===== src/rtl/bptq_pkg.sv =====
// Shared types and constants for the bounded priority task queue.
`timescale 1ns / 1ps
`default_nettype none
package bptq_pkg;

   localparam int DEPTH      = 16;
   localparam int PRI_BITS   = 8;
   localparam int TAG_BITS   = 16;
   localparam int COUNT_BITS = $clog2(DEPTH + 1);

   localparam logic [1:0] MODE_RUNNING   = 2'd0;
   localparam logic [1:0] MODE_SUSPENDED = 2'd1;
   localparam logic [1:0] MODE_CLOSED    = 2'd2;
   localparam logic [1:0] MODE_UNUSED    = 2'd3;

   localparam logic CSR_POOL_MODE = 1'b0;
   localparam logic CSR_CAPACITY  = 1'b1;

   localparam logic ACT_PUSH = 1'b0;
   localparam logic ACT_POP  = 1'b1;

   typedef enum logic [2:0] {
      ST_OK        = 3'd0,
      ST_EMPTY     = 3'd1,
      ST_FULL      = 3'd2,
      ST_CLOSED    = 3'd3,
      ST_SUSPENDED = 3'd4
   } status_type;

   typedef struct packed {
      logic [PRI_BITS-1:0] pri;
      logic [TAG_BITS-1:0] tag;
   } entry_type;

   // Broadcast to every cell in the chain.
   typedef struct packed {
      logic                push;
      logic                pop;
      logic [PRI_BITS-1:0] pri;
      logic [TAG_BITS-1:0] tag;
   } cell_cmd_type;

endpackage
`default_nettype wire


===== src/rtl/bounded_priority_task_queue.sv =====
// Top level of the bounded priority task queue: control, mode registers and cell chain.
// The queue takes one push or pop every clock cycle unless a stalled result blocks it, and
// returns its result in the cycle after the transfer, held in an output register so that a
// new item is taken in the same cycle in which the last result leaves. Every entry sits in
// its own cell, sorted from the highest priority at slot 0; a push is compared against all
// cells at once and lands behind every entry of equal or higher priority, so equal
// priorities leave in arrival order. The compare of the pushed priority in each cell and
// the shift into the neighbor set the cycle. After reset the pool is suspended with
// capacity 16 and the queue empty; write the pool mode to running before pushing.
`timescale 1ns / 1ps
`default_nettype none
module bounded_priority_task_queue (
   input  wire         clock,
   input  wire         reset,
   input  wire         req_tvalid,
   output logic        req_tready,
   input  wire  [23:0] req_tdata,   // priority_req[7:0], task_tag[23:8]
   input  wire  [0:0]  req_tuser,   // action[0]
   output logic        rsp_tvalid,
   input  wire         rsp_tready,
   output logic [31:0] rsp_tdata,   // status[2:0], out_tag[18:3], out_priority[26:19],
                                    // occupancy[31:27]
   input  wire         csr_wen,
   input  wire  [0:0]  csr_index,
   input  wire  [4:0]  csr_wdata
);

   localparam int CB = bptq_pkg::COUNT_BITS;

   logic [1:0]    mode_ff;
   logic [4:0]    capacity_ff;
   logic [CB-1:0] count_ff;
   logic [CB-1:0] count_in;
   logic          rsp_valid_ff;
   logic [31:0]   rsp_data_ff;
   logic [31:0]   rsp_data_in;

   logic                         accept;
   logic                         action;
   logic [bptq_pkg::PRI_BITS-1:0] req_pri;
   logic [bptq_pkg::TAG_BITS-1:0] req_tag;
   logic [CB-1:0]                limit;
   logic                         suspended;
   bptq_pkg::status_type         status;
   bptq_pkg::cell_cmd_type       cmd;

   logic [bptq_pkg::DEPTH-1:0]   held;
   logic [bptq_pkg::DEPTH-1:0]   keep;
   bptq_pkg::entry_type          entries [bptq_pkg::DEPTH];

   assign req_tready = !rsp_valid_ff || rsp_tready;
   assign accept     = req_tvalid && req_tready;
   assign action     = req_tuser[0];
   assign req_pri    = req_tdata[7:0];
   assign req_tag    = req_tdata[23:8];

   // Capacity above the number of cells saturates.
   assign limit = (capacity_ff > 5'(bptq_pkg::DEPTH)) ? CB'(bptq_pkg::DEPTH)
                                                      : CB'(capacity_ff);
   assign suspended = (mode_ff == bptq_pkg::MODE_SUSPENDED) ||
                      (mode_ff == bptq_pkg::MODE_UNUSED);

   always_comb begin
      priority if (suspended) begin
         status = bptq_pkg::ST_SUSPENDED;
      end else if (action == bptq_pkg::ACT_PUSH && mode_ff == bptq_pkg::MODE_CLOSED) begin
         status = bptq_pkg::ST_CLOSED;
      end else if (action == bptq_pkg::ACT_PUSH && count_ff >= limit) begin
         status = bptq_pkg::ST_FULL;
      end else if (action == bptq_pkg::ACT_POP && count_ff == '0) begin
         status = bptq_pkg::ST_EMPTY;
      end else begin
         status = bptq_pkg::ST_OK;
      end
   end

   always_comb begin
      cmd.push = accept && (action == bptq_pkg::ACT_PUSH) && (status == bptq_pkg::ST_OK);
      cmd.pop  = accept && (action == bptq_pkg::ACT_POP) && (status == bptq_pkg::ST_OK);
      cmd.pri  = req_pri;
      cmd.tag  = req_tag;
   end

   always_comb begin
      count_in = count_ff;
      if (cmd.push) begin
         count_in = count_ff + CB'(1);
      end else if (cmd.pop) begin
         count_in = count_ff - CB'(1);
      end
   end

   always_comb begin
      rsp_data_in        = '0;
      rsp_data_in[2:0]   = status;
      rsp_data_in[31:27] = 5'(count_in);
      if (cmd.pop) begin
         rsp_data_in[18:3]  = entries[0].tag;
         rsp_data_in[26:19] = entries[0].pri;
      end
   end

   genvar g;
   generate
      for (g = 0; g < bptq_pkg::DEPTH; g++) begin : g_cell
         bptq_pkg::entry_type prev_e;
         bptq_pkg::entry_type next_e;
         logic                prev_k;

         assign held[g] = (CB'(g) < count_ff);

         if (g == 0) begin : g_head
            assign prev_k = 1'b1;
            assign prev_e = '0;
         end else begin : g_body
            assign prev_k = keep[g-1];
            assign prev_e = entries[g-1];
         end

         if (g == bptq_pkg::DEPTH - 1) begin : g_tail
            assign next_e = '0;
         end else begin : g_inner
            assign next_e = entries[g+1];
         end

         bptq_cell u_cell (
            .clock      (clock),
            .cmd        (cmd),
            .held       (held[g]),
            .prev_keep  (prev_k),
            .prev_entry (prev_e),
            .next_entry (next_e),
            .keep       (keep[g]),
            .entry      (entries[g])
         );
      end
   endgenerate

   always_ff @(posedge clock) begin
      if (reset) begin
         mode_ff      <= bptq_pkg::MODE_SUSPENDED;
         capacity_ff  <= 5'(bptq_pkg::DEPTH);
         count_ff     <= '0;
         rsp_valid_ff <= 1'b0;
      end else begin
         if (csr_wen) begin
            unique case (csr_index[0])
               bptq_pkg::CSR_POOL_MODE: mode_ff     <= csr_wdata[1:0];
               bptq_pkg::CSR_CAPACITY:  capacity_ff <= csr_wdata;
               default:                 mode_ff     <= mode_ff;
            endcase
         end
         count_ff <= count_in;
         if (accept) begin
            rsp_valid_ff <= 1'b1;
         end else if (rsp_tready) begin
            rsp_valid_ff <= 1'b0;
         end
      end
   end

   always_ff @(posedge clock) begin
      if (accept) begin
         rsp_data_ff <= rsp_data_in;
      end
   end

   assign rsp_tvalid = rsp_valid_ff;
   assign rsp_tdata  = rsp_data_ff;

   // The fill count never passes the number of cells.
   a_count_bound: assert property (@(posedge clock) disable iff (reset)
      count_ff <= CB'(bptq_pkg::DEPTH))
      else $error("queue count beyond depth");

   // A successful push grows the queue by one entry.
   a_push_count: assert property (@(posedge clock) disable iff (reset)
      cmd.push |=> count_ff == $past(count_ff) + CB'(1))
      else $error("push did not grow the queue");

   // While two or more entries are held, the head slot holds a priority no lower than the second slot.
   a_sorted_head: assert property (@(posedge clock) disable iff (reset)
      (count_ff >= CB'(2)) |-> (entries[0].pri >= entries[1].pri))
      else $error("queue head out of order");

   // Every accepted item leaves a result waiting in the next cycle.
   a_result_after_accept: assert property (@(posedge clock) disable iff (reset)
      accept |=> rsp_valid_ff)
      else $error("accepted item produced no result");

endmodule
`default_nettype wire


===== src/rtl/bptq_cell.sv =====
// One slot of the sorted shift-register queue.
`timescale 1ns / 1ps
`default_nettype none
module bptq_cell (
   input  wire                    clock,
   input  bptq_pkg::cell_cmd_type cmd,
   input  wire                    held,       // slot lies below the fill count
   input  wire                    prev_keep,  // left neighbor keeps its entry on a push
   input  bptq_pkg::entry_type    prev_entry,
   input  bptq_pkg::entry_type    next_entry,
   output logic                   keep,
   output bptq_pkg::entry_type    entry
);

   bptq_pkg::entry_type entry_ff;
   bptq_pkg::entry_type entry_in;
   logic                load;

   // An entry of equal or larger priority stays ahead of the new task.
   assign keep = held && (entry_ff.pri >= cmd.pri);

   always_comb begin
      load     = 1'b0;
      entry_in = entry_ff;
      if (cmd.pop) begin
         load     = 1'b1;
         entry_in = next_entry;
      end else if (cmd.push && !keep) begin
         load = 1'b1;
         if (prev_keep) begin
            entry_in.pri = cmd.pri;
            entry_in.tag = cmd.tag;
         end else begin
            entry_in = prev_entry;
         end
      end
   end

   always_ff @(posedge clock) begin
      if (load) begin
         entry_ff <= entry_in;
      end
   end

   assign entry = entry_ff;

endmodule
`default_nettype wire

===== config.mk =====
export PLATFORM = sky130hd
export DESIGN_NAME = bounded_priority_task_queue
export DESIGN_NICKNAME = d
export VERILOG_FILES = /design/src/rtl/bptq_pkg.sv /design/src/rtl/bounded_priority_task_queue.sv /design/src/rtl/bptq_cell.sv
export SDC_FILE = /design/constraint.sdc
export NUM_CORES = 1
export LEC_CHECK = 0
export ABC_CLOCK_PERIOD_IN_PS = 8000
export BUFFER_PORTS_ARGS = -buffer_cell sky130_fd_sc_hd__buf_2
export CELL_PAD_IN_SITES_DETAIL_PLACEMENT = 1
export CELL_PAD_IN_SITES_GLOBAL_PLACEMENT = 2
export CORE_ASPECT_RATIO = 1.1
export CORE_MARGIN = 5
export CORE_UTILIZATION = 25
export CTS_BUF_LIST = sky130_fd_sc_hd__clkbuf_4 sky130_fd_sc_hd__clkbuf_8
export DETAILED_ROUTE_END_ITERATION = 8
export PLACE_DENSITY = 0.55
export SLEW_MARGIN = 5
export SYNTH_ARGS = -nofsm -noshare
export SYNTH_HDL_FRONTEND = slang
export SYNTH_SLANG_ARGS = --single-unit

===== constraint.sdc =====
create_clock -name clock -period 8 [get_ports clock]
set_input_delay 1.6 -clock clock [delete_from_list [all_inputs] [get_ports clock]]
set_output_delay 1.6 -clock clock [all_outputs]
set_load 0.02 [all_outputs]

==> results of run 1 <==
critical path, stage by stage:
cell	delay [ns]
buf_2	0.31
inv_1	0.07
buf_4	0.22
ha_1	0.33
a211o_1	0.25
a31oi_1	0.22
or3_4	0.18
a31oi_4	0.15
buf_4	0.33
a21oi_4	1.01
cell type report:
class                           instances  area (sq um)
Multi-Input combinational cell       1563         10480
Timing Repair Buffer                  102         605.6
Fill cell                           10670         68490
Clock buffer                          111          1340
Tap cell                             1270          1589
Sequential cell                       429         12750
Inverter                               32         120.1
Antenna cell                            1         2.502
Clock inverter                         27         214.0
report_power, final:
group	switching [uW]	internal [uW]	leakage, uW
Combinational	189	77.1	0.00454
Clock	1020	1150	0.000822
Sequential	18.0	2480	0.00389
Total	1230	3710	0.00925
layer usage:
layer | vias to the layer above | wire length, microns | GRT usage [%]
met5 | - | 0 | 0
met4 | 0 | 1305 | 3.922
met3 | 77 | 2683 | 2.094
met2 | 263 | 34410 | 22.95
met1 | 8544 | 38090 | 21.02
li1 | 8110 | - | -
per-stage QoR:
step                      instances  hold slack (ns)  setup WS [ns]
after floorplan                2186           0.4318          3.041
after global placement         3396           0.4462          2.731
after detailed placement       3396           0.4505          2.741
after CTS                      3534           0.4578          3.507
after global routing           3535           0.4801          3.441
final                          3535           0.4512          3.518
path summary, 6_finish.rpt:
path	startpoint	endpoint
worst max-delay path	req_tdata[2]	g_cell[10].u_cell.entry[17]
worst min-delay path	capacity_ff[0]	capacity_ff[0]
worst max register to register	count_ff[2]	g_cell[15].u_cell.entry[15]
worst min register to register	capacity_ff[0]	capacity_ff[0]
cells by family after synthesis:
| family | after synthesis | share of synthesized area, % |
|---|---|---|
| muxes | 266 | 11.07 |
| and+or+nand+nor | 661 | 11.93 |
| adders and majority gates | 136 | 7.070 |
| AOI/OAI and AO/OA | 496 | 12.25 |
| xor gates and xnor gates | 4 | 0.1456 |
| buffers and inverters | 194 | 4.554 |
| DFF | 429 | 52.99 |
synthesized netlist by cell type (5+ instances only):
cell type / count
clkbuf_8: 10
clkbuf_1: 61
nor2_1: 24
a2111oi_0: 6
buf_4: 15
edfxtp_1: 416
a211oi_1: 10
nand2_1: 430
nor2b_1: 16
and2_1: 25
o211ai_1: 69
a21o_1: 16
buf_6: 13
dfxtp_1: 13
a31oi_1: 11
inv_1: 32
buf_2: 59
mux2i_1: 265
o21ai_0: 234
and3_1: 5
o21ai_1: 76
nand4_1: 10
ha_1: 136
a21oi_1: 40
o21a_1: 7
nand2b_1: 15
nand3_1: 123
registers in the layout (all words and copies together), names as in the netlist:
name	cells
capacity_ff	5
rsp_tvalid	1
count_ff	5
rsp_tdata	32
g_cell.u_cell.entry	384
mode_ff	2
==> qor.csv, run 1 <==
stage;metric;value;unit
yosys;async_flop_share;0;%
yosys;synth.avg_cell_area;11.01;sq um
yosys;ys_types;55;
yosys;synth_top_area_cell;edfxtp_1;
drt;final_antenna_net_count;0;
sta;finalSetupTns;0;ns
sta;slew_violations;0;
sta;rsz0062_at_grt;false;
yosys;synth-main-ff-cell;edfxtp_1;
min_path;hold_path_class;reg2reg;
yosys;synth_nets;2358;
grt;grt-ovfl-total;0;
clocking;root_buffer;clkbuf_8;
drt;dr.pass1.iters;5;
clocking;clk_path_buf_depth;3;
clocking;cts_made_buffers;80;
place;portBuffers;69;
place;placed_area;25540;sq um
drt;via_per_inst;4.807;
yosys;synth_top_area_share;51.91;%
sta;finalSetupViolations;0;
cells_and_area;final_area;27100;sq um
floorplanning;io_pins;70;
sta;tightest_slew;1.221;ns
grt;grt_max_degree;272;
min_path;whs_path_depth;2;
floorplanning;rows;119;
sta;finalCriticalPeriod;4.482;ns
clocking;clock_sinks;429;
drt;vias;16990;
drt;finalWirelength;76.50;mm
yosys;yosys_warnings;0;
yosys;ys_seq_elements;429;
clocking;clk_latency;0.68;ns
cells_and_area;final_common_cell;nand2_1;
power;peakVddDrop;0.09265;mV
cells_and_area;drive_gt1_share;11.84;%
yosys;synth.top_cells.by_area;edfxtp_1 52%, mux2i_1 11%, ha_1 7.1%;
grt;grt_use_total;14.56;%
yosys;synth.yosys.seq_area_share;52.99;%
sta;maxSlewHeadroom;18.40;%
floorplanning;fp.coreArea;95590;sq um
clocking;cts_tree;yes;
yosys;synthCells;2186;
place;dp_hpwl;51.70;mm
cells_and_area;area_growth;12.60;%
setup_path;rrSetupSlack;4.10;ns
setup_path;crit_arrival;4.75;ns
job;maxCapViolations;0;
floorplanning;die_x;305.8;microns
drt;remaining_drc_errors;0;
setup_path;start_kind;primary input;
drt;drtIter0Drc;990;
setup_path;rr_worst_depth;8;
place;gp_congestion;0.7616;
grt;grt_pass1_vias;18060;
sta;clock_skew;0.02856;ns
floorplanning;start_util;25.18;%
grt;antenna_found_initial;3;
clocking;clk_pin_slew;0.06;ns
grt;grt_pass1_wl;116.2;mm
yosys;syn_area;24070;sq um
cells_and_area;nets;2380;
clocking;cts-htree-levels;3;
drt;wl_per_cell;21.64;microns
yosys;synth-edff-count;416;
power;p_per_area;182.0;nW/um^2
clocking;hold_buffers;0;
clocking;cts_resized;0;
cells_and_area;final_util;28.35;%
sta;hold_viol_final;0;
setup_path;cp-end-kind;flop;
sta;maxClockFrequency;0.2231;GHz
setup_path;crit_required;8.27;ns
cells_and_area;mostFrequentLayoutCells;430 x nand2_1, 416 x edfxtp_1, 265 x mux2i_1;
clocking;cts_setup_buffers;0;
setup_path;cp_max_fo;24;
run_status;status;complete, no violations;
floorplanning;fp.dieArea;102600;sq um
floorplanning;die_y;335.4;microns
sta;period_share;56.02;%
power;p_total;4933;uW
setup_path;crit_type;in2reg;
power;p_leak;0.009252;uW
Power figures use the tool's default switching activity.
==> inputs of run 2 (changes only) <==
--- a/config.mk
+++ b/config.mk
@@ -5,7 +5,8 @@
 export SDC_FILE = /design/constraint.sdc
 export NUM_CORES = 1
 export LEC_CHECK = 0
-export ABC_CLOCK_PERIOD_IN_PS = 8000
+export ABC_AREA = 1
+export ABC_CLOCK_PERIOD_IN_PS = 3900
 export BUFFER_PORTS_ARGS = -buffer_cell sky130_fd_sc_hd__buf_2
 export CELL_PAD_IN_SITES_DETAIL_PLACEMENT = 1
 export CELL_PAD_IN_SITES_GLOBAL_PLACEMENT = 2
@@ -14,7 +15,7 @@
 export CORE_UTILIZATION = 25
 export CTS_BUF_LIST = sky130_fd_sc_hd__clkbuf_4 sky130_fd_sc_hd__clkbuf_8
 export DETAILED_ROUTE_END_ITERATION = 8
-export PLACE_DENSITY = 0.55
+export PLACE_DENSITY = 0.62
 export SLEW_MARGIN = 5
 export SYNTH_ARGS = -nofsm -noshare
 export SYNTH_HDL_FRONTEND = slang
==> constraint.sdc (replaced) <==
create_clock -name clock -period 3.9 [get_ports clock]
set_input_delay 0.78 -clock clock [delete_from_list [all_inputs] [get_ports clock]]
set_output_delay 0.78 -clock clock [all_outputs]
set_load 0.02 [all_outputs]
==> run 2 against run 1 <==
Die area is 11% higher; total power is 120% higher; via count is 39% higher; area after synthesis is 11% higher; final cell count is 41% higher; critical path depth is 3 higher; setup slack worse by 3.1 ns; core utilization is 0.57 points higher; sequential share of layout area is 5.4 points lower.
==> qor.csv, run 2 <==
stage;metric;value;unit;change
run_status;status;complete, no violations;;unchanged
setup_path;r2r_end;g_cell[7].u_cell.entry[11];;was g_cell[15].u_cell.entry[15]
setup_path;crit_buf_inv;4;;unchanged
min_path;hold_path_class;in2reg;;was reg2reg
place;dp_cells;4819;;was 3,396
yosys;syn_area;26750;sq um;was 24,070 sq um
grt;grt-ovfl-total;0;;unchanged
yosys;async_flop_share;0;%;unchanged
drt;dr.pass1.iters;5;;unchanged
sta;tightest_slew;1.145;ns;was 1.221 ns
setup_path;slowest_stage;inv_1;;was a21oi_4
grt;grt_pass1_wl;157.1;mm;was 116.2 mm
grt;grt_max_degree;204;;was 272
floorplanning;fp.coreArea;105900;sq um;was 95,590 sq um
power;power.internal;8003;uW;was 3706 uW
floorplanning;rows;125;;was 119
cells_and_area;drive_gt1_share;9.467;%;was 11.84%
cells_and_area;mostFrequentLayoutCells;1,229 x nand2_1, 717 x nand3_1, 439 x inv_1;;was 430 x nand2_1, 416 x edfxtp_1, 265 x mux2i_1
yosys;synth_nets;3625;;was 2,358
setup_path;path_delay_family;buffers and inverters;;was compound AO/OA/AOI/OAI gates
setup_path;rrSetupSlack;0.45;ns;was 4.10 ns
setup_path;crit_arrival;3.78;ns;was 4.75 ns
cells_and_area;nets;3683;;was 2,380
clocking;cts_setup_buffers;0;;unchanged
job;maxCapViolations;0;;unchanged
power;p_sw;3076;uW;was 1226 uW
yosys;synth-main-ff-cell;edfxtp_1;;unchanged
drt;vias;23560;;was 16,990
power;peakVddDrop;0.1996;mV;was 0.09265 mV
grt;grt_pass1_vias;24960;;was 18,060
yosys;ys_types;30;;was 55
grt;grt_use_total;18.09;%;was 14.56%
floorplanning;io_pins;70;;unchanged
setup_path;cp-end-kind;flop;;unchanged
power;clock_power_share;43.4;%;was 44.0%
floorplanning;die_y;353.1;microns;was 335.4 microns
drt;final_antenna_net_count;0;;unchanged
clocking;hold_buffers;0;;unchanged
setup_path;crit_start;capacity_ff[1];;was req_tdata[2]
cells_and_area;largest_reg_flops;384;;unchanged
setup_path;reg2reg_from;capacity_ff[1];;was count_ff[2]
power;p_leak;0.01440;uW;was 0.009252 uW
setup_path;max_stage_delay;0.68;ns;was 1.01 ns
sta;clock_skew;0.04012;ns;was 0.02856 ns
sta;finalSetupViolations;0;;unchanged
sta;maxClockFrequency;0.2897;GHz;
drt;via_per_inst;4.731;;was 4.807
setup_path;cp_max_fo;24;;unchanged
setup_path;worstPathCellList;o41ai_1 -> nand2_1 -> ha_1 -> nand2_1 -> inv_1 -> nand2_1 -> nand3_1 -> nand2_1 -> nand3_1 -> inv_1 -> buf_4 -> a21oi_1 -> inv_1;;was buf_2 -> inv_1 -> buf_4 -> ha_1 -> a211o_1 -> a31oi_1 -> or3_4 -> a31oi_4 -> buf_4 -> a21oi_4
power;p_per_area;361.8;nW/um^2;was 182.0 nW/um^2
clocking;clock_sinks;429;;unchanged
yosys;yosys_warnings;0;;unchanged
yosys;synth.top_cells.by_area;edfxtp_1 47%, nand2_1 17%, nand3_1 13%;;was edfxtp_1 52%, mux2i_1 11%, ha_1 7.1%
setup_path;cp_common_cell;nand2_1;;was buf_4
yosys;synth.avg_cell_area;7.748;sq um;was 11.01 sq um
power;swShare;27.76;%;was 24.86%
drt;remaining_drc_errors;0;;unchanged
yosys;synth_top_area_cell;edfxtp_1;;unchanged
setup_path;crit_required;4.22;ns;was 8.27 ns
power;p_comb_share;9.7;%;was 5.4%
yosys;synth_most_common_cell;nand2_1;;unchanged
floorplanning;die_x;321.9;microns;was 305.8 microns
cells_and_area;area_growth;14.44;%;was 12.60%
setup_path;crit_end;g_cell[7].u_cell.entry[11];;was g_cell[10].u_cell.entry[17]
sta;period_share;88.51;%;
yosys;synth_top_area_share;46.69;%;was 51.91%
drt;finalWirelength;104.8;mm;was 76.50 mm
cells_and_area;instances_no_fill;4980;;was 3,535
floorplanning;start_util;25.27;%;was 25.18%
clocking;cts_made_buffers;87;;was 80
clocking;clk_path_buf_depth;3;;unchanged
setup_path;path_depth;13;;was 10
setup_path;crit_type;reg2reg;;was in2reg
sta;finalCriticalPeriod;3.452;ns;
clocking;clk_pin_slew;0.05;ns;was 0.06 ns
power;p_seq_share;46.9;%;was 50.6%
yosys;synth.yosys.seq_area_share;47.66;%;was 52.99%
min_path;worstHoldStart;csr_wdata[4];;was capacity_ff[0]
drt;drtIter0Drc;1453;;was 990
clocking;cts-htree-levels;3;;unchanged
clocking;cts_tree;yes;;unchanged
yosys;synth_common_cells;1,229 x nand2_1, 718 x nand3_1, 439 x inv_1, 416 x edfxtp_1, 136 x ha_1;;was 430 x nand2_1, 416 x edfxtp_1, 265 x mux2i_1, 234 x o21ai_0, 136 x ha_1
grt;antenna_found_initial;4;;was 3
place;portBuffers;69;;unchanged
clocking;cts_resized;0;;unchanged
place;placed_area;28890;sq um;was 25,540 sq um
sta;hold_viol_final;0;;unchanged
yosys;synth-edff-count;416;;unchanged
yosys;synthCells;3453;;was 2,186
setup_path;start_kind;flop;;was primary input
sta;slew_violations;0;;unchanged
drt;wl_per_cell;21.05;microns;was 21.64 microns
sta;maxSlewHeadroom;23.64;%;was 18.40%
place;dp_hpwl;74.29;mm;was 51.70 mm
setup_path;rr_worst_depth;13;;was 8
clocking;clk_latency;0.73;ns;was 0.68 ns
floorplanning;fp.dieArea;113700;sq um;was 102,600 sq um
clocking;root_buffer;clkbuf_8;;unchanged
sta;rsz0062_at_grt;false;;unchanged
min_path;whs_path_depth;3;;was 2
cells_and_area;final_common_cell;nand2_1;;unchanged
cells_and_area;final_area;30620;sq um;was 27,100 sq um
yosys;ys_seq_elements;429;;unchanged
sta;finalSetupTns;0;ns;unchanged
place;gp_congestion;0.7683;;was 0.7616
## run 2: changes by cell type in the layout (fill, tap and decap cells not counted), sizes merged, moves of 67 or more
cell and delta:
o21ai -275, nand2 +804, buf +78, o211ai -67
nand3 +595, mux2i -265, nor2 +67, inv +413
## run 2: stage by stage
| stage | setup slack, ns | hold slack (ns) | utilization, % | total power [uW] |
|---|---|---|---|---|
| finish | 0.4482 | 0.3118 | 28.92 | 11080 |
| global route | 0.06577 | 0.2855 | 28.91 | 11610 |
| CTS | 0.3559 | 0.2365 | 28.91 | 11290 |
| detailed placement | 0.2994 | 0.4819 | 27.28 | 6383 |
| global placement | 0.3315 | 0.4782 | 27.28 | 6371 |
| floorplan | 0.1674 | 0.4443 | - | 5909 |
## run 2: cells by family after synthesis
| group | count (synthesis) | synth area share, % |
|---|---|---|
| buffers and inverters | 662 | 9.877 |
| xor gates and xnor gates | 2 | 0.06548 |
| adders and majority gates | 136 | 6.360 |
| DFF | 429 | 47.66 |
| AOI/OAI and AO/OA | 154 | 3.203 |
| and+or+nand+nor | 2070 | 32.83 |
## run 2: how the worst min path moves through the flow
stage	slack (ns)	endpoint
floorplan	0.44	capacity_ff[0]
global placement	0.48	capacity_ff[0]
detailed placement	0.48	capacity_ff[0]
CTS	0.24	capacity_ff[4]
global route	0.29	mode_ff[0]
finish	0.31	capacity_ff[4]
## run 2: final cells by class
| class | count | area (sq um) |
|---|---|---|
| diodes | 2 | 5.005 |
| clock buffers | 112 | 1404 |
| inverters | 451 | 1702 |
| flip-flops and latches | 429 | 12750 |
| multi-input cells | 2362 | 11380 |
| repair buffers | 180 | 1304 |
| clock inverters | 47 | 324.1 |
| well taps | 1397 | 1748 |
| fillers | 12800 | 75260 |
## run 2: worst register-to-register path, stage by stage (launching register included)
cell and delay (ns):
dfxtp_1 0.32, o41ai_1 0.50, nand2_1 0.13, ha_1 0.29, nand2_1 0.08, inv_1 0.05, nand2_1 0.06, nand3_1 0.08
nand2_1 0.22, nand3_1 0.21, inv_1 0.11, buf_4 0.24, a21oi_1 0.10, inv_1 0.68
## run 2: per-layer routing
| layer | GRT usage, % | routed length [microns] | vias up |
|---|---|---|---|
| met1 | 22.38 | 44410 | 11630 |
| met3 | 2.417 | 4121 | 142 |
| met4 | 5.414 | 2928 | 0 |
| met2 | 32.64 | 53370 | 396 |
| li1 | - | - | 11400 |
| met5 | 0 | 0 | - |
## run 2: power by group through the flow
stage / logic (uW) / clock network, uW / registers (uW)
floorplan: 626 / 0 / 5280
global placement: 1080 / 0 / 5300
detailed placement: 1090 / 0 / 5300
CTS: 1090 / 5000 / 5200
global route: 1200 / 5210 / 5200
finish: 1070 / 4810 / 5200
==> inputs of run 3 (changes only) <==
--- a/config.mk
+++ b/config.mk
@@ -6,7 +6,7 @@
 export NUM_CORES = 1
 export LEC_CHECK = 0
 export ABC_AREA = 1
-export ABC_CLOCK_PERIOD_IN_PS = 3900
+export ABC_CLOCK_PERIOD_IN_PS = 4400
 export BUFFER_PORTS_ARGS = -buffer_cell sky130_fd_sc_hd__buf_2
 export CELL_PAD_IN_SITES_DETAIL_PLACEMENT = 1
 export CELL_PAD_IN_SITES_GLOBAL_PLACEMENT = 2
@@ -15,7 +15,7 @@
 export CORE_UTILIZATION = 25
 export CTS_BUF_LIST = sky130_fd_sc_hd__clkbuf_4 sky130_fd_sc_hd__clkbuf_8
 export DETAILED_ROUTE_END_ITERATION = 8
-export PLACE_DENSITY = 0.62
+export PLACE_DENSITY = 0.6
 export SLEW_MARGIN = 5
 export SYNTH_ARGS = -nofsm -noshare
 export SYNTH_HDL_FRONTEND = slang
==> constraint.sdc (replaced) <==
create_clock -name clock -period 4.4 [get_ports clock]
set_input_delay 0.88 -clock clock [delete_from_list [all_inputs] [get_ports clock]]
set_output_delay 0.88 -clock clock [all_outputs]
set_load 0.02 [all_outputs]
==> run 3 against run 2 <==
Critical path depth is 1 higher; sequential power shrank 11%; largest power group unchanged; sequential share of layout area up 0.13 points; wire length down 1.0%.
==> qor.csv, run 3 (synthesis gave the netlist of run 2 again) <==
stage;metric;value;unit;change
run_status;status;complete, no violations;;unchanged
grt;grt_pass1_vias;24770;;was 24,960
sta;maxSlewHeadroom;16.71;%;was 23.64%
cells_and_area;nets;3679;;was 3,683
clocking;cts_tree;yes;;unchanged
drt;drtIter0Drc;1491;;was 1,453
clocking;cts_resized;0;;unchanged
job;maxCapViolations;0;;unchanged
drt;finalWirelength;103.7;mm;was 104.8 mm
grt;grt-ovfl-total;0;;unchanged
setup_path;rrSetupSlack;1.01;ns;was 0.45 ns
setup_path;rr_worst_depth;14;;was 13
clocking;cts_made_buffers;86;;was 87
setup_path;crit_type;reg2reg;;unchanged
cells_and_area;final_common_cell;nand2_1;;unchanged
drt;wl_met3;3.504;mm;was 4.121 mm
power;peakVddDrop;0.1832;mV;was 0.1996 mV
setup_path;cp_max_fo;16;;was 24
setup_path;cp_common_cell;nand2_1;;unchanged
floorplanning;die_x;321.9;microns;unchanged
min_path;worstHoldStart;csr_wdata[4];;unchanged
min_path;whs_endpoint;capacity_ff[4];;unchanged
cells_and_area;largest_reg_flops;384;;unchanged
sta;hold_viol_final;0;;unchanged
drt;dr_wl_met2;53.29;mm;was 53.37 mm
cells_and_area;drive_gt1_share;9.397;%;was 9.467%
clocking;clk_path_buf_depth;3;;unchanged
drt;met1Wirelength;44.70;mm;was 44.41 mm
floorplanning;die_y;353.1;microns;unchanged
sta;maxClockFrequency;0.2948;GHz;was 0.2897 GHz
floorplanning;fp.dieArea;113700;sq um;unchanged
drt;remaining_drc_errors;0;;unchanged
place;gp_congestion;0.7739;;was 0.7683
setup_path;slowest_stage;o41ai_1;;was inv_1
clocking;clk_latency;0.74;ns;was 0.73 ns
floorplanning;start_util;25.27;%;unchanged
floorplanning;fp.coreArea;105900;sq um;unchanged
clocking;cts-htree-levels;3;;unchanged
clocking;cts_setup_buffers;0;;unchanged
grt;antenna_found_initial;4;;unchanged
drt;final_antenna_net_count;0;;unchanged
place;dp_hpwl;73.74;mm;was 74.29 mm
cells_and_area;fillers;12760;;was 12,800
setup_path;reg2reg_from;capacity_ff[1];;unchanged
power;p_total;9640;uW;was 11,080 uW
sta;finalCriticalPeriod;3.392;ns;was 3.452 ns
sta;rsz0062_at_grt;false;;unchanged
floorplanning;io_pins;70;;unchanged
drt;via_per_inst;4.712;;was 4.731
min_path;whs_path_depth;3;;unchanged
power;p_per_area;315.9;nW/um^2;was 361.8 nW/um^2
min_path;hold_path_class;in2reg;;unchanged
clocking;clk_pin_slew;0.06;ns;was 0.05 ns
sta;clock_skew;0.05573;ns;was 0.04012 ns
setup_path;start_kind;flop;;unchanged
grt;grt_use_total;17.89;%;was 18.09%
grt;grt_pass1_wl;156.6;mm;was 157.1 mm
floorplanning;rows;125;;unchanged
setup_path;max_stage_delay;0.51;ns;was 0.68 ns
sta;tightest_slew;1.248;ns;was 1.145 ns
drt;dr.pass1.iters;5;;unchanged
setup_path;cp-end-kind;flop;;unchanged
setup_path;crit_arrival;3.79;ns;was 3.78 ns
grt;grt_max_degree;132;;was 204
sta;finalSetupTns;0;ns;unchanged
cells_and_area;final_area;30520;sq um;was 30,620 sq um
setup_path;r2r_end;g_cell[13].u_cell.entry[12];;was g_cell[7].u_cell.entry[11]
drt;top_layer;met4;;unchanged
sta;finalSetupViolations;0;;unchanged
setup_path;worstPathCellList;o41ai_1 -> nand2_1 -> ha_1 -> nand2_1 -> nor2_1 -> nand2_1 -> nand3_1 -> nand2_1 -> nand3_1 -> inv_1 -> buf_4 -> a21oi_1 -> inv_1 -> buf_4;;was o41ai_1 -> nand2_1 -> ha_1 -> nand2_1 -> inv_1 -> nand2_1 -> nand3_1 -> nand2_1 -> nand3_1 -> inv_1 -> buf_4 -> a21oi_1 -> inv_1
place;portBuffers;69;;unchanged
cells_and_area;mostFrequentLayoutCells;1,229 x nand2_1, 717 x nand3_1, 439 x inv_1;;unchanged
sta;slew_violations;0;;unchanged
cells_and_area;area_growth;14.07;%;was 14.44%
power;p_leak;0.01435;uW;was 0.01440 uW
drt;vias;23390;;was 23,560
clocking;clock_sinks;429;;unchanged
place;placed_area;28900;sq um;was 28,890 sq um
clocking;root_buffer;clkbuf_8;;unchanged
drt;wl_per_cell;20.90;microns;was 21.05 microns
clocking;hold_buffers;0;;unchanged
sta;period_share;77.09;%;was 88.51%
setup_path;crit_required;4.79;ns;was 4.22 ns
run 3: cell types whose count changed in the layout (fill, tap and decap cells not counted), moves of 2 or more:
cell | previous run | this run
buf_12 | 10 | 13
clkinv_1 | 35 | 23
bufinv_16 | 3 | 1
clkbuf_4 | 22 | 26
clkbuf_8 | 90 | 87
inv_8 | 4 | 2
clkinv_8 | 2 | 4
buf_4 | 101 | 95
run 3: where the power goes:
group	internal [uW]	switching [uW]
Sequential	4550	52.5
Combinational	262	684
Clock	2120	1970
run 3: critical path: cells and delay by family (launching register included):
family	cells	cell delay, ns
and+or+nand+nor	7	0.75
adders and majority gates	1	0.29
buffers and inverters	4	1.08
DFF	1	0.33
AOI/OAI and AO/OA	2	0.62
run 3: worst max-delay path by stage:
stage | startpoint | to | slack [ns] | cells past startpoint
floorplan | rsp_tready | g_cell[15].u_cell.entry[0] | 0.34 | 8
finish | capacity_ff[1] | g_cell[13].u_cell.entry[12] | 1.01 | 14
CTS | capacity_ff[1] | g_cell[13].u_cell.entry[0] | 0.91 | 14
global route | capacity_ff[1] | g_cell[3].u_cell.entry[9] | 0.66 | 14
detailed placement | req_tdata[3] | g_cell[2].u_cell.entry[8] | 0.32 | 14
global placement | req_tdata[3] | g_cell[0].u_cell.entry[8] | 0.31 | 11
run 3: stage by stage:
step	utilization, %	hold WS [ns]	std cells	worst slack (ns)
2_1_floorplan	-	0.4443	3453	0.3389
3_3_place_gp	27.29	0.4762	4816	0.3140
3_5_place_dp	27.29	0.4785	4816	0.3215
4_1_cts	28.82	0.3326	4962	0.9094
5_1_grt	28.82	0.3775	4963	0.6565
6_report	28.82	0.4202	4963	1.008
run 3: per-layer routing:
layer / GRT usage [%] / up-vias
met2: 32.27 / 364
met3: 2.354 / 125
met5: 0 / -
li1: - / 11370
met1: 22.47 / 11530
met4: 4.653 / 0
run 3: area by class of cell:
type,count,area (sq um),share of cell area (%)
flip-flops and latches,429,12750,41.78
multi-input cells,2362,11380,37.29
well taps,1397,1748,5.727
inverters,451,1702,5.576
clock buffers,113,1393,4.563
repair buffers,177,1319,4.321
clock inverters,33,224.0,0.7338
diodes,1,2.502,0.008199
